File: src/rtl/i2crm_pkg.sv
// Package with phase, stage and status codes of the I2C register master.
package i2crm_pkg;

  localparam int unsigned MaxReadBytes = 255;

  typedef enum logic [23:0] {
    PH_IDLE  = 24'h000001,
    PH_ST_W  = 24'h000002,
    PH_ST_D1 = 24'h000004,
    PH_ST_D2 = 24'h000008,
    PH_WB_D1 = 24'h000010,
    PH_WB_W  = 24'h000020,
    PH_WB_D2 = 24'h000040,
    PH_WA_D1 = 24'h000080,
    PH_WA_W  = 24'h000100,
    PH_WA_D2 = 24'h000200,
    PH_RB_D1 = 24'h000400,
    PH_RB_W  = 24'h000800,
    PH_RB_D2 = 24'h001000,
    PH_RA_D1 = 24'h002000,
    PH_RA_W  = 24'h004000,
    PH_RA_D2 = 24'h008000,
    PH_SP_D1 = 24'h010000,
    PH_SP_W  = 24'h020000,
    PH_SP_D2 = 24'h040000,
    PH_SP_D3 = 24'h080000,
    PH_RC_W0 = 24'h100000,
    PH_RC_D1 = 24'h200000,
    PH_RC_W1 = 24'h400000,
    PH_RC_D2 = 24'h800000
  } phase_e;

  typedef enum logic [3:0] {
    STG_START1  = 4'd0,
    STG_ADDRW   = 4'd1,
    STG_REG     = 4'd2,
    STG_DATA    = 4'd3,
    STG_START2  = 4'd4,
    STG_ADDRR   = 4'd5,
    STG_READ    = 4'd6,
    STG_STOP    = 4'd7,
    STG_AUTOREC = 4'd8,
    STG_CMDREC  = 4'd9
  } stage_e;

  typedef enum logic [2:0] {
    ST_OK       = 3'd0,
    ST_NOTREADY = 3'd1,
    ST_NOACK    = 3'd2,
    ST_TIMEOUT  = 3'd3,
    ST_STUCK    = 3'd4
  } status_e;

  typedef enum logic [1:0] {
    FN_WRITE   = 2'd0,
    FN_READ    = 2'd1,
    FN_RECOVER = 2'd2,
    FN_BAD     = 2'd3
  } func_e;

  typedef enum logic [1:0] {
    CFG_HALF    = 2'd0,
    CFG_TIMEOUT = 2'd1,
    CFG_ADDR    = 2'd2
  } cfg_e;

  localparam int unsigned CfgIdxW = 2;
  localparam int unsigned CfgDataW = 24;

  typedef struct packed {
    logic [15:0] half_period;
    logic [23:0] stretch_timeout;
    logic [6:0]  device_address;
  } cfg_t;

  typedef struct packed {
    logic       cmd_valid;
    logic [1:0] func;
    logic [7:0] reg_addr;
    logic [7:0] write_data;
    logic [7:0] read_length;
    logic       scl;
    logic       sda;
  } item_t;

  typedef struct packed {
    logic       scl_pull_low;
    logic       sda_pull_low;
    logic       busy;
    logic [7:0] rx_byte;
    logic       rx_valid;
    logic       rx_last;
    logic       done;
    logic [2:0] status;
  } result_t;

endpackage

File: src/rtl/i2c_register_master_unit.sv
// Top level of the I2C register master: configuration, handshakes and result register.
//
// Channel | Direction | Handshake            | Payload
// in      | input     | in_valid_i/in_ready_o | cmd, func, reg, data, length, line levels
// out     | output    | out_valid_o/out_ready_i | drives, busy, received byte, done, status
// cfg     | input     | cfg_we_i             | cfg_idx_i, cfg_data_i
//
// While the skid register is empty, one input transfer is taken per cycle; each gives one
// result transfer. The sequencer state advances in the cycle of the input transfer; the
// result sits in a one-entry output register and a skid register behind it.
// Reset clears control state: idle, lines released, bus not ready, default configuration.
// A stalled output holds the input only once both the output and skid registers are full.
module i2c_register_master_unit (
  input  logic       clk_i,
  input  logic       rst_ni,
  input  logic       cfg_we_i,
  input  logic [i2crm_pkg::CfgIdxW-1:0]  cfg_idx_i,
  input  logic [i2crm_pkg::CfgDataW-1:0] cfg_data_i,
  input  logic       in_valid_i,
  output logic       in_ready_o,
  input  logic       cmd_valid_i,
  input  logic [1:0] func_i,
  input  logic [7:0] reg_addr_i,
  input  logic [7:0] write_data_i,
  input  logic [7:0] read_length_i,
  input  logic       scl_in_i,
  input  logic       sda_in_i,
  output logic       out_valid_o,
  input  logic       out_ready_i,
  output logic       scl_pull_low_o,
  output logic       sda_pull_low_o,
  output logic       busy_res_o,
  output logic [7:0] rx_byte_o,
  output logic       rx_valid_o,
  output logic       rx_last_o,
  output logic       done_res_o,
  output logic [2:0] status_o
);
  import i2crm_pkg::*;

  cfg_t    cfg_q;
  item_t   item;
  result_t res, out_q, skid_q;
  logic    ov_q, sv_q, step;

  always_ff @(posedge clk_i or negedge rst_ni) begin
    if (!rst_ni) begin
      cfg_q.half_period     <= 16'd250;
      cfg_q.stretch_timeout <= 24'd50000;
      cfg_q.device_address  <= 7'd104;
    end else if (cfg_we_i) begin
      case (cfg_idx_i)
        CFG_HALF:    cfg_q.half_period <= cfg_data_i[15:0];
        CFG_TIMEOUT: cfg_q.stretch_timeout <= cfg_data_i;
        CFG_ADDR:    cfg_q.device_address <= cfg_data_i[6:0];
        default: ;
      endcase
    end
  end

  assign item = '{cmd_valid: cmd_valid_i, func: func_i, reg_addr: reg_addr_i,
                  write_data: write_data_i, read_length: read_length_i,
                  scl: scl_in_i, sda: sda_in_i};

  assign in_ready_o = !sv_q;
  assign step = in_valid_i && in_ready_o;

  i2crm_core u_core (
    .clk_i  (clk_i),
    .rst_ni (rst_ni),
    .step_i (step),
    .item_i (item),
    .cfg_i  (cfg_q),
    .res_o  (res)
  );

  always_ff @(posedge clk_i or negedge rst_ni) begin
    if (!rst_ni) begin
      ov_q <= 1'b0;
      sv_q <= 1'b0;
    end else begin
      if (!ov_q || out_ready_i) begin
        ov_q <= sv_q || step;
        sv_q <= 1'b0;
      end else if (step) begin
        sv_q <= 1'b1;
      end
    end
  end

  always_ff @(posedge clk_i) begin
    if (!ov_q || out_ready_i) begin
      out_q <= sv_q ? skid_q : res;
    end
    if (step && ov_q && !out_ready_i) begin
      skid_q <= res;
    end
  end

  assign out_valid_o    = ov_q;
  assign scl_pull_low_o = out_q.scl_pull_low;
  assign sda_pull_low_o = out_q.sda_pull_low;
  assign busy_res_o     = out_q.busy;
  assign rx_byte_o      = out_q.rx_byte;
  assign rx_valid_o     = out_q.rx_valid;
  assign rx_last_o      = out_q.rx_last;
  assign done_res_o     = out_q.done;
  assign status_o       = out_q.status;

  a_skid_full: assert property (@(posedge clk_i) disable iff (!rst_ni)
    sv_q |-> ov_q)
    else $error("Skid register full while output register empty.");
  a_no_loss: assert property (@(posedge clk_i) disable iff (!rst_ni)
    (ov_q && !out_ready_i && step) |=> sv_q)
    else $error("Result dropped under stall.");
  a_drain: assert property (@(posedge clk_i) disable iff (!rst_ni)
    (sv_q && out_ready_i) |=> (ov_q && !sv_q))
    else $error("Skid register did not drain.");

endmodule

File: src/rtl/i2crm_core.sv
// Per-tick I2C master sequencer: one input item in, one result out.
module i2crm_core (
  input  logic             clk_i,
  input  logic             rst_ni,
  input  logic             step_i,
  input  i2crm_pkg::item_t  item_i,
  input  i2crm_pkg::cfg_t   cfg_i,
  output i2crm_pkg::result_t res_o
);
  import i2crm_pkg::*;

  phase_e      phase_q, phase_d;
  stage_e      stage_q, stage_d;
  logic        bus_ready_q, bus_ready_d;
  logic [15:0] half_q, half_d;
  logic [23:0] str_q, str_d;
  logic [3:0]  bit_q, bit_d;
  logic [3:0]  pulse_q, pulse_d;
  logic [7:0]  shift_q, shift_d;
  logic [7:0]  left_q, left_d;
  logic [7:0]  hreg_q, hreg_d;
  logic [7:0]  hdata_q, hdata_d;
  logic [1:0]  hcmd_q, hcmd_d;
  logic [2:0]  err_q, err_d;
  logic        rec_act_q, rec_act_d;
  logic        rec_nest_q, rec_nest_d;
  logic        ack_q, ack_d;
  logic        scl_q, scl_d;
  logic        sda_q, sda_d;
  result_t     r;

  function automatic logic is_wait(phase_e p);
    return p inside {PH_ST_W, PH_WB_W, PH_WA_W, PH_RB_W, PH_RA_W, PH_SP_W, PH_RC_W0,
                     PH_RC_W1};
  endfunction

  always_comb begin
    logic [15:0] hp;
    logic [7:0]  a;
    logic        go;
    stage_e      ls;
    logic        fin;
    logic [2:0]  fst;
    logic        seqok, seqfail, stopend, recend, stopok, recok, rcchk;
    logic [2:0]  fcode, scode, rcode;
    logic [7:0]  wbv;
    logic        wbl, rbl, spl, rcl, stl;
    logic [7:0]  nl;
    logic [23:0] sinc;

    phase_d = phase_q; stage_d = stage_q; bus_ready_d = bus_ready_q;
    half_d = half_q; str_d = str_q; bit_d = bit_q; pulse_d = pulse_q;
    shift_d = shift_q; left_d = left_q; hreg_d = hreg_q; hdata_d = hdata_q;
    hcmd_d = hcmd_q; err_d = err_q; rec_act_d = rec_act_q;
    rec_nest_d = rec_nest_q; ack_d = ack_q; scl_d = scl_q; sda_d = sda_q;
    r = '0;
    hp = (cfg_i.half_period == 16'd0) ? 16'd1 : cfg_i.half_period;
    a = {cfg_i.device_address, 1'b0};
    go = 1'b0; ls = stage_q; fin = 1'b0; fst = ST_OK;
    seqok = 1'b0; seqfail = 1'b0; stopend = 1'b0; recend = 1'b0;
    stopok = 1'b0; recok = 1'b0; rcchk = 1'b0;
    fcode = ST_OK; scode = ST_OK; rcode = ST_OK;
    wbv = 8'd0; wbl = 1'b0; rbl = 1'b0; spl = 1'b0; rcl = 1'b0; stl = 1'b0;
    nl = 8'd0;
    sinc = str_q + 24'd1;

    if (step_i) begin
      if (phase_q == PH_IDLE) begin
        if (item_i.cmd_valid) begin
          err_d = ST_OK; rec_act_d = 1'b0; rec_nest_d = 1'b0;
          if (item_i.func == FN_RECOVER) begin
            hcmd_d = FN_RECOVER; stage_d = STG_CMDREC; rcl = 1'b1;
          end else if (item_i.func == FN_BAD || !bus_ready_q ||
                       (item_i.func == FN_READ && item_i.read_length == 8'd0)) begin
            fin = 1'b1; fst = ST_NOTREADY;
          end else begin
            hcmd_d = item_i.func; hreg_d = item_i.reg_addr;
            hdata_d = item_i.write_data; left_d = item_i.read_length;
            stage_d = STG_START1; stl = 1'b1;
          end
        end
      end else if (is_wait(phase_q)) begin
        if (item_i.scl) begin
          case (phase_q)
            PH_ST_W: begin
              if (!item_i.sda) begin
                rec_nest_d = 1'b1; rcl = 1'b1;
              end else begin
                phase_d = PH_ST_D1; half_d = hp;
              end
            end
            PH_WB_W: begin phase_d = PH_WB_D2; half_d = hp; end
            PH_WA_W: begin ack_d = !item_i.sda; phase_d = PH_WA_D2; half_d = hp; end
            PH_RB_W: begin
              shift_d = {shift_q[6:0], item_i.sda};
              bit_d = bit_q + 4'd1;
              if (bit_d >= 4'd8) begin
                r.rx_valid = 1'b1; r.rx_byte = shift_d;
                r.rx_last = (left_q <= 8'd1);
              end
              phase_d = PH_RB_D2; half_d = hp;
            end
            PH_RA_W: begin phase_d = PH_RA_D2; half_d = hp; end
            PH_SP_W: begin phase_d = PH_SP_D2; half_d = hp; end
            PH_RC_W0: rcchk = 1'b1;
            default: begin phase_d = PH_RC_D2; half_d = hp; end
          endcase
        end else begin
          str_d = sinc;
          if (sinc >= cfg_i.stretch_timeout) begin
            if (rec_act_q) begin recend = 1'b1; recok = 1'b0; rcode = ST_TIMEOUT; end
            else if (stage_q == STG_STOP) begin
              stopend = 1'b1; stopok = 1'b0; scode = ST_TIMEOUT;
            end else begin seqfail = 1'b1; fcode = ST_TIMEOUT; end
          end
        end
      end else if (half_q > 16'd1) begin
        half_d = half_q - 16'd1;
      end else begin
        half_d = 16'd0;
        case (phase_q)
          PH_ST_D1: begin sda_d = 1'b1; phase_d = PH_ST_D2; half_d = hp; end
          PH_ST_D2: begin scl_d = 1'b1; seqok = 1'b1; end
          PH_WB_D1: begin scl_d = 1'b0; phase_d = PH_WB_W; str_d = '0; end
          PH_WB_D2: begin
            scl_d = 1'b1;
            shift_d = {shift_q[6:0], 1'b0};
            bit_d = bit_q + 4'd1;
            if (bit_d < 4'd8) begin
              sda_d = !shift_d[7]; phase_d = PH_WB_D1;
            end else begin
              sda_d = 1'b0; phase_d = PH_WA_D1;
            end
            half_d = hp;
          end
          PH_WA_D1: begin scl_d = 1'b0; phase_d = PH_WA_W; str_d = '0; end
          PH_WA_D2: begin
            scl_d = 1'b1;
            if (ack_q) seqok = 1'b1;
            else begin seqfail = 1'b1; fcode = ST_NOACK; end
          end
          PH_RB_D1: begin scl_d = 1'b0; phase_d = PH_RB_W; str_d = '0; end
          PH_RB_D2: begin
            scl_d = 1'b1;
            if (bit_q < 4'd8) phase_d = PH_RB_D1;
            else begin sda_d = (left_q > 8'd1); phase_d = PH_RA_D1; end
            half_d = hp;
          end
          PH_RA_D1: begin scl_d = 1'b0; phase_d = PH_RA_W; str_d = '0; end
          PH_RA_D2: begin
            scl_d = 1'b1; sda_d = 1'b0;
            nl = (left_q > 8'd0) ? left_q - 8'd1 : left_q;
            left_d = nl;
            if (nl > 8'd0) rbl = 1'b1;
            else seqok = 1'b1;
          end
          PH_SP_D1: begin scl_d = 1'b0; phase_d = PH_SP_W; str_d = '0; end
          PH_SP_D2: begin sda_d = 1'b0; phase_d = PH_SP_D3; half_d = hp; end
          PH_SP_D3: begin
            if (rec_act_q) begin recend = 1'b1; recok = item_i.sda; rcode = ST_STUCK; end
            else begin stopend = 1'b1; stopok = item_i.sda; scode = ST_STUCK; end
          end
          PH_RC_D1: begin scl_d = 1'b0; phase_d = PH_RC_W1; str_d = '0; end
          PH_RC_D2: begin pulse_d = pulse_q + 4'd1; rcchk = 1'b1; end
          default: begin fin = 1'b1; fst = ST_OK; end
        endcase
      end

      if (rcchk) begin
        if (pulse_d < 4'd9 && !item_i.sda) begin
          scl_d = 1'b1; phase_d = PH_RC_D1; half_d = hp;
        end else spl = 1'b1;
      end

      if (recend) begin
        rec_act_d = 1'b0;
        if (rec_nest_q) begin
          rec_nest_d = 1'b0;
          if (recok) begin
            scl_d = 1'b0; sda_d = 1'b0; phase_d = PH_ST_D1; half_d = hp;
          end else begin seqfail = 1'b1; fcode = rcode; end
        end else if (stage_q == STG_CMDREC) begin
          bus_ready_d = recok; fin = 1'b1; fst = recok ? ST_OK : rcode;
        end else begin
          fin = 1'b1; fst = err_q;
        end
      end

      if (stopend) begin
        if (!stopok && err_q == ST_OK) err_d = scode;
        if (err_d != ST_OK) begin stage_d = STG_AUTOREC; go = 1'b1; ls = STG_AUTOREC; end
        else begin fin = 1'b1; fst = ST_OK; end
      end

      if (seqok) begin
        case (stage_q)
          STG_START1: ls = STG_ADDRW;
          STG_ADDRW:  ls = STG_REG;
          STG_REG:    ls = (hcmd_q == FN_WRITE) ? STG_DATA : STG_START2;
          STG_START2: ls = STG_ADDRR;
          STG_ADDRR:  ls = STG_READ;
          default:    ls = STG_STOP;
        endcase
        stage_d = ls; go = 1'b1;
      end

      if (seqfail) begin
        if (err_q == ST_OK) err_d = fcode;
        stage_d = STG_STOP; ls = STG_STOP; go = 1'b1;
      end

      if (go) begin
        case (ls)
          STG_START1, STG_START2: stl = 1'b1;
          STG_ADDRW: begin wbl = 1'b1; wbv = a; end
          STG_REG:   begin wbl = 1'b1; wbv = hreg_q; end
          STG_DATA:  begin wbl = 1'b1; wbv = hdata_q; end
          STG_ADDRR: begin wbl = 1'b1; wbv = a | 8'd1; end
          STG_READ:  rbl = 1'b1;
          STG_STOP:  spl = 1'b1;
          default:   rcl = 1'b1;
        endcase
      end

      if (stl) begin scl_d = 1'b0; sda_d = 1'b0; phase_d = PH_ST_W; str_d = '0; end
      if (wbl) begin
        shift_d = wbv; bit_d = 4'd0; sda_d = !wbv[7]; phase_d = PH_WB_D1; half_d = hp;
      end
      if (rbl) begin
        shift_d = 8'd0; bit_d = 4'd0; sda_d = 1'b0; phase_d = PH_RB_D1; half_d = hp;
      end
      if (spl) begin sda_d = 1'b1; phase_d = PH_SP_D1; half_d = hp; end
      if (rcl) begin
        rec_act_d = 1'b1; pulse_d = 4'd0; scl_d = 1'b0; sda_d = 1'b0;
        phase_d = PH_RC_W0; str_d = '0;
      end
      if (fin) begin
        phase_d = PH_IDLE; scl_d = 1'b0; sda_d = 1'b0;
        rec_act_d = 1'b0; rec_nest_d = 1'b0; r.done = 1'b1; r.status = fst;
      end
    end
    r.scl_pull_low = scl_d;
    r.sda_pull_low = sda_d;
    r.busy = (phase_d != PH_IDLE);
  end

  always_ff @(posedge clk_i or negedge rst_ni) begin
    if (!rst_ni) begin
      phase_q <= PH_IDLE; stage_q <= STG_START1; bus_ready_q <= 1'b0;
      half_q <= '0; str_q <= '0; bit_q <= '0; pulse_q <= '0; shift_q <= '0;
      left_q <= '0; hreg_q <= '0; hdata_q <= '0; hcmd_q <= '0; err_q <= '0;
      rec_act_q <= 1'b0; rec_nest_q <= 1'b0; ack_q <= 1'b0;
      scl_q <= 1'b0; sda_q <= 1'b0;
    end else begin
      phase_q <= phase_d; stage_q <= stage_d; bus_ready_q <= bus_ready_d;
      half_q <= half_d; str_q <= str_d; bit_q <= bit_d; pulse_q <= pulse_d;
      shift_q <= shift_d; left_q <= left_d; hreg_q <= hreg_d; hdata_q <= hdata_d;
      hcmd_q <= hcmd_d; err_q <= err_d; rec_act_q <= rec_act_d;
      rec_nest_q <= rec_nest_d; ack_q <= ack_d; scl_q <= scl_d; sda_q <= sda_d;
    end
  end

  assign res_o = r;

  a_idle_released: assert property (@(posedge clk_i) disable iff (!rst_ni)
    (phase_q == PH_IDLE) |-> (!scl_q && !sda_q))
    else $error("Lines driven while idle.");
  a_done_idle: assert property (@(posedge clk_i) disable iff (!rst_ni)
    (step_i && r.done) |=> (phase_q == PH_IDLE))
    else $error("Finished command left the block busy.");
  a_nest_active: assert property (@(posedge clk_i) disable iff (!rst_ni)
    rec_nest_q |-> rec_act_q)
    else $error("Nested recovery flag without active recovery.");
  a_status_zero: assert property (@(posedge clk_i) disable iff (!rst_ni)
    !r.done |-> (r.status == ST_OK))
    else $error("Status set without completion.");

endmodule
File: config.mk
export PLATFORM = sky130hd
export DESIGN_NAME = i2c_register_master_unit
export DESIGN_NICKNAME = d
export VERILOG_FILES = /design/src/rtl/i2crm_pkg.sv /design/src/rtl/i2c_register_master_unit.sv /design/src/rtl/i2crm_core.sv
export SDC_FILE = /design/constraint.sdc
export NUM_CORES = 1
export LEC_CHECK = 0
export BUFFER_PORTS_ARGS = -buffer_cell sky130_fd_sc_hd__clkbuf_2
export CAP_MARGIN = 20
export CORE_ASPECT_RATIO = 0.7
export CORE_UTILIZATION = 23
export DETAILED_ROUTE_END_ITERATION = 16
export HOLD_SLACK_MARGIN = 0.03
export PLACE_DENSITY = 0.47
export SLEW_MARGIN = 0
export SYNTH_ARGS = -nofsm -noshare
export SYNTH_HDL_FRONTEND = slang
export SYNTH_SLANG_ARGS = --single-unit
File: constraint.sdc
create_clock -name clk_i -period 12.3 [get_ports clk_i]
set_input_delay 0.615 -clock clk_i [delete_from_list [all_inputs] [get_ports clk_i]]
set_output_delay 0.615 -clock clk_i [all_outputs]
set_load 0.005 [all_outputs]
==> results of run 1 <==
cells in the mapped netlist, types with 34 or more instances:
cell      instances
dfrtp_1         151
nand2_1         140
nor2_1          133
o21ai_0          96
mux2_2           67
nand3_1          60
clkbuf_1         55
a21oi_1          51
nor4_1           46
inv_1            44
nor3_1           44
edfxtp_1         34
cells by family (layout without fill, tap and decap cells):
kind of cell	count (synthesis)	in the layout
adders and majority gates	31	31
AOI/OAI and AO/OA	334	334
buffers and inverters	114	189
xor gates and xnor gates	31	31
muxes	76	76
DFF	201	201
and+or+nand+nor	640	640
flip-flops by register name, indices dropped and copies added, names as in the netlist, 2 cells and up:
register        flops
skid_q             17
u_core.stage_q      4
u_core.str_q       24
u_core.err_q        3
cfg_q              47
rx_byte_o           8
status_o            3
u_core.pulse_q      4
u_core.hcmd_q       2
u_core.shift_q      7
u_core.half_q      16
u_core.left_q       8
u_core.hdata_q      8
u_core.hreg_q       8
u_core.bit_q        4
u_core.phase_q     24
metrics by stage:
stage                util  area, µm²  hold slack (ns)  power (W)
finish              0.273      14900           0.0317    0.00185
global route        0.273      14900           0.0685    0.00195
CTS                 0.273      14900           0.0516    0.00188
detailed placement  0.257      14000            0.489    0.00109
global placement    0.257      14000            0.488    0.00108
floorplan               -      12800            0.319   0.000976
worst max-delay path: cells and delay by family, from the launching register on:
family          cells  cell delay [ns]
simple gates       11             3.06
buf+inv             2             0.29
compound gates      6             1.51
xor+xnor            1             0.22
fa+ha+maj           2             0.54
flops               1             0.42
layer usage:
layer	vias up	wire, µm	track usage
li1	5421	-	-
met1	5766	21700	0.231
met2	480	18200	0.227
met3	55	4080	0.0421
met4	0	853	0.0309
met5	-	0	0
cells in the final DEF, fill, tap and decap left out, types with 28 or more instances in the layout:
cell and instances:
dfrtp_1 151, nand2_1 139, nor2_1 133, o21ai_0 96, clkbuf_2 77, mux2_2 67
nand3_1 60, a21oi_1 51, nor4_1 46, inv_1 44, nor3_1 44, edfxtp_1 34
ha_1 31, nand2b_1 30, and3_1 28, a21o_1 28
layout make-up:
cell class	instances	area share
Tap cell	730	0.0614
Sequential cell	201	0.351
Clock inverter	20	0.0146
Clock buffer	28	0.0443
Timing Repair Buffer	97	0.0363
Multi-Input combinational cell	1112	0.481
Inverter	44	0.0111
where the power goes:
group,internal (W),switching [W],leakage [nW]
Combinational,0.000106,0.000147,3.46
Sequential,0.000753,0.0000715,2.48
Clock,0.000455,0.000321,0.424
Total,0.00131,0.000539,6.36
final timing paths:
path / from / endpoint / slack (ns)
max in group asynchronous: rst_ni / cfg_q[29]$_DFFE_PN0P_ / 10.31
min reg2reg: u_core.hreg_q[0]$_DFFE_PN0P_ / u_core.hreg_q[0]$_DFFE_PN0P_ / 0.50
min: rst_ni / u_core.shift_q[1]$_DFFE_PN0P_ / 0.03
max reg2reg: u_core.str_q[0]$_DFFE_PN0P_ / u_core.half_q[1]$_DFFE_PN0P_ / 6.09
max: u_core.str_q[0]$_DFFE_PN0P_ / u_core.half_q[1]$_DFFE_PN0P_ / 6.09
min in group clk_i: cfg_data_i[23] / cfg_q[30]$_DFFE_PN0P_ / 0.29
==> results by group, run 1 <==
STA
  – Unrepaired setup endpoints after global routing: no
  – Period utilization: 0.505
  – Slew Limit Fails: 0
  – Hold Fails Final Rpt: 0
  – Achievable Freq: approximately 0.16 GHz
  – Worst slew margin: 0.269
  – Post-route setup slack: 6.09 ns
  – Worst Max-Slew Pin Slew: 1.09 ns
  – Finish-stage setup viols: 0
  – Fin crit period: 6.21 ns
  – Setup tns final: 0 ns
  – Worst Skew: 0.0119 ns

Detailed routing
  – Post-route DRC: 0
  – Antenna-violating nets left: 0
  – Drt wl/cell: 20.1 µm
  – Via Count: 11700
  – DRT Pass-1 Iters: 5
  – Vias/cell: ~5.3
  – WL final: 44800 µm
  – Iteration-0 DRC Markers: 1202

Clocking
  – Clock latency on the worst-skew pair: 0.56 ns
  – CTS sink count: ~200
  – Clk buf depth: 3
  – Root buffer cell: clkbuf_16
  – Clock Pin Slew Worst Setup and Hold Paths: ~0.060 ns
  – Num CTS Buffers: 26
  – H-tree lvl count: 1
  – Setup bufs post-CTS: 0
  – Hold_buf cts: 0
  – Post-CTS Resized: 0
  – CTS tree: built

Final layout
  – Fillers: between 5000 and 6000
  – Reg area: ~5200 µm²
  – Antenna cell count: 0
  – Area of the multi-input gates: slightly above 7000 µm²
  – Fin cells: 2232
  – Share of layout cells above drive strength 1: 0.176
  – Area grow syn2layout: 16.0%
  – Nets: 1573

Logic synthesis
  – Simple-Gate Fraction of Synth Area: 0.265
  – Multiplexer area fraction after synthesis: 0.0660
  – Mapped Cells: ~1400
  – FF+latch count, synth: 201
  – Post-synth EDFFs: 34
  – Largest family of logic cells by synthesized area: simple AND/OR/NAND/NOR gates
  – Syn avg cell area: 8.98 µm²
  – Post-synthesis sequential area ratio: 0.407
  – Synth area leaders: dfrtp_1, edfxtp_1, mux2_2
  – Synth Net Count: 1518
  – Post-synth cell types: 84
  – Cell area after synthesis: between 10000 and 15000 µm²
  – Yosys Warn Count: 0
  – Share of the synthesized area in the top cell type: 0.295
  – Most used DFF post-synth: dfrtp_1
  – Synth Area in XOR/XNOR: 0.0212
  – Synth async-reset ratio: 0.831
  – Post-synthesis compound-gate area fraction: 0.174
  – Post-synthesis adder-cell area fraction: 0.0303
  – Yosys top cell by area: dfrtp_1

Min path
  – Hold Crit Class: in -> async

Place
  – Pre-CTS setup slack: between 6 and 7 ns
  – Post-DP HPWL: 33800 µm
  – GPL Wtd Cong: 0.949
  – I/O Buffers: 78
  – Inst Count DP: ~2200

Setup path
  – Worst setup path category: reg -> reg
  – CP startpoint kind: register
  – CP cell instances: ha_1 > nand3_1 > inv_1 > and3_1 > nand2_1 > or3_1 > nor2_1 > nand3_1 > xnor2_1 > ha_1 > nand4_1 > nor2_1 > a22oi_1 > o211ai_1 > nor2_1 > o41ai_2 > buf_4 > a211oi_1 > and3_1 > nand3_1 > a221oi_1 > a21oi_1
  – Critical-path top delay cell: and3_1
  – CP endpoint kind: register
  – CP max stage delay: 0.70 ns
  – Crit path arrival time: 6.63 ns
  – Path depth of the worst reg2reg path: 22
  – Worst-path fanout max: 16
  – Worst endpoint required time: 12.72 ns

Die
  – Row count: 71
  – Starting density of the core: 0.236
  – DIE AREA: around 57000 µm²
  – Core area: around 54000 µm²
  – Die extent in x: 284 µm
  – Top Ports: roughly 80
  – Die Span Y: around 200 µm

Global route
  – First-pass GRT wire length: approximately 69000 µm
  – Initial antenna violation count: 0
  – Gr ovfl total: 0
  – Tot GR Track Use: 0.157
  – Vias in the first global route: 11300
  – Largest net degree at the start of global routing: 60

Flow run
  – Max cap viols: 0

Pwr
  – Lkg Pwr: ~6.4 nW
  – Max VDD drop: roughly 0.094 mV
  – Pwr/cell area: 125 nW/µm²

Outcome
  – Status: completed
Power figures use the tool's default switching activity.
==> run 2: changes to the inputs <==
Clock period 12.3 ns to 6.3 ns, I/O delays scaled along.
==> results by group, run 2 (synthesis gave the netlist of run 1 again) <==
Detailed routing
  – DRT Pass-1 Iters: 5
  – Antenna-violating nets left: 0
  – Vias/cell: 5.19
  – Via Count: 11800
  – Post-route DRC: 0
  – Iteration-0 DRC Markers: 1195
  – WL final: 46500 µm
  – Drt wl/cell: 20.4 µm

Final layout
  – Nets: roughly 1600
  – Register name with the most flops: cfg_q
  – Largest registers: cfg_q x47, u_core.phase_q x24, u_core.str_q x24
  – Antenna cell count: 0
  – Most common cell after layout, fill and taps aside: dfrtp_1
  – Area grow syn2layout: 19.2%
  – Share of layout cells above drive strength 1: 0.182
  – Leading cell types in the layout, fill and taps excluded: dfrtp_1, nand2_1, nor2_1, o21ai_0, clkbuf_2
  – Max FFs per register: 47

Die
  – Top Ports: just under 80
  – Row count: 71
  – Die Span Y: about 200 µm
  – DIE AREA: 56700 µm²
  – Starting density of the core: 0.236
  – Core area: 54400 µm²
  – Die extent in x: 284 µm

Min path
  – Hold path cells: 2
  – Hold Crit Start: cfg_data_i[21]
  – Hold Crit Class: in -> reg
  – Hold path endpoint: cfg_q[28]$_DFFE_PN0P_

Clocking
  – H-tree lvl count: 1
  – Num CTS Buffers: 25
  – Clock latency on the worst-skew pair: between 0.5 and 0.6 ns
  – CTS tree: built
  – CTS sink count: 201
  – Clk buf depth: 3
  – Clock Pin Slew Worst Setup and Hold Paths: 0.06 ns
  – Root buffer cell: clkbuf_16

Setup path
  – Crit path arrival time: just over 6 ns
  – RR Startpoint: u_core.str_q[0]$_DFFE_PN0P_
  – Worst setup path category: reg -> reg
  – Critical-path top delay cell: or4bb_1
  – CP max stage delay: around 0.55 ns
  – CP endpoint kind: register
  – Beginning of the critical path: u_core.str_q[0]$_DFFE_PN0P_
  – RR Endpoint: busy_res_o$_DFFE_PN_
  – CP startpoint kind: register
  – R2R Setup Slk: 0.39 ns
  – Path depth of the worst reg2reg path: 22
  – Worst endpoint required time: 6.57 ns
  – CP cell instances: ha_1 > nand3_1 > inv_1 > and3_1 > nand2_1 > or3_1 > nor2_1 > nand3_1 > xnor2_1 > ha_1 > nand4_1 > nor4_2 > o211ai_1 > o211ai_1 > buf_4 > o2111a_1 > and4b_1 > and4_4 > a22o_1 > or4bb_1 > nor4_4 > a41oi_1
  – Worst-path fanout max: 12

Global route
  – Initial antenna violation count: 1
  – Vias in the first global route: 11300
  – Tot GR Track Use: 0.161
  – First-pass GRT wire length: between 70000 and 80000 µm
  – Largest net degree at the start of global routing: 75
  – Gr ovfl total: 0

STA
  – Period utilization: 0.939
  – Achievable Freq: about 0.17 GHz
  – Setup tns final: 0 ns
  – Worst Skew: 0.0183 ns
  – Fin crit period: 5.91 ns
  – Finish-stage setup viols: 0
  – Hold Fails Final Rpt: 0
  – Unrepaired setup endpoints after global routing: no
  – Worst Max-Slew Pin Slew: about 1.1 ns
  – Worst slew margin: 0.268
  – Slew Limit Fails: 0

Pwr
  – Net Sw Frac: 0.288
  – Sw Pwr: 0.00106 W
  – Max VDD drop: approximately 0.20 mV
  – Lkg Pwr: 6.57 nW
  – Pwr/cell area: approximately 240 nW/µm²
  – Pwr Total: 0.00368 W
  – Seq pwr share: 0.437
  – Pint: 0.00262 W
  – Combinational power share: 0.140
  – Clk pwr share: 0.423

Outcome
  – Status: completed

Place
  – I/O Buffers: 78
  – Post-DP HPWL: about 35000 µm
  – GPL Wtd Cong: 0.957

Flow run
  – Max cap viols: 0
-- run 2: cell count changes in the layout (fill, tap and decap cells not counted), sizes merged --
cell         before  now
clkbuf          105  109
bufinv            3    4
clkinvlp          3    0
clkinv           13    7
inv              45   47
dlygate4sd3       0   28
buf              20   38
-- run 2: critical path: cells and delay by family (launching register included) --
kind / cells / cell delay [ns]
AOI/OAI and AO/OA: 5 / 0.92
xor gates and xnor gates: 1 / 0.15
adders and majority gates: 2 / 0.55
buffers and inverters: 2 / 0.25
DFF: 1 / 0.43
and+or+nand+nor: 12 / 3.32
-- run 2: worst max-delay path by stage --
stage | endpoint | slack, ns | depth (start not counted)
global placement | busy_res_o$_DFFE_PN_ | 0.43 | 21
detailed placement | busy_res_o$_DFFE_PN_ | 0.22 | 21
finish | busy_res_o$_DFFE_PN_ | 0.39 | 22
CTS | busy_res_o$_DFFE_PN_ | 0.20 | 21
global route | busy_res_o$_DFFE_PN_ | 0.02 | 22
floorplan | busy_res_o$_DFFE_PN_ | 1.10 | 23
-- run 2: repair_timing --
item,in CTS,in global routing
buffers inserted,0,1
resized for setup,0,3
setup endpoints to repair,0,9
hold buffers,28,0
hold endpoints to repair,99,0
-- run 2: power by group through the flow --
stage / registers (W) / clock network [W] / logic [W]
after floorplan: 0.00157 / 0 / 0.000334
after global placement: 0.00163 / 0 / 0.000487
after detailed placement: 0.00163 / 0 / 0.000495
after CTS: 0.00161 / 0.00159 / 0.000513
after global routing: 0.00163 / 0.00164 / 0.000576
final: 0.00161 / 0.00156 / 0.000513
-- run 2: area by class of cell --
class                   count  area, µm²
inverters                  44        165
clock inverters            14        195
repair buffers            143        955
clock buffers              32        672
multi-input cells        1112       7170
fillers                  5829      39100
flip-flops and latches    201       5220
well taps                 730        913
-- run 2: routing by layer --
metal  part of all wire  GRT usage  vias up  routed length, µm
met2               0.40      0.226      436              18700
met3              0.080     0.0360       55               3740
met4              0.018     0.0329        2                853
met5            0.00019          0        -                  9
li1                   -          -     5510                  -
met1               0.50      0.247     5808              23200
-- run 2: stage by stage --
| step | std cells | cell area (µm²) | setup WS (ns) | utilization | hold slack [ns] |
|---|---|---|---|---|---|
| after floorplan | 1427 | 12800 | 1.10 | - | 0.0194 |
| after global placement | 2201 | 14100 | 0.428 | 0.260 | 0.417 |
| after detailed placement | 2201 | 14100 | 0.221 | 0.260 | 0.422 |
| after CTS | 2275 | 15300 | 0.201 | 0.281 | 0.0338 |
| after global routing | 2276 | 15300 | 0.0182 | 0.281 | 0.0505 |
| final | 2276 | 15300 | 0.387 | 0.281 | 0.0340 |
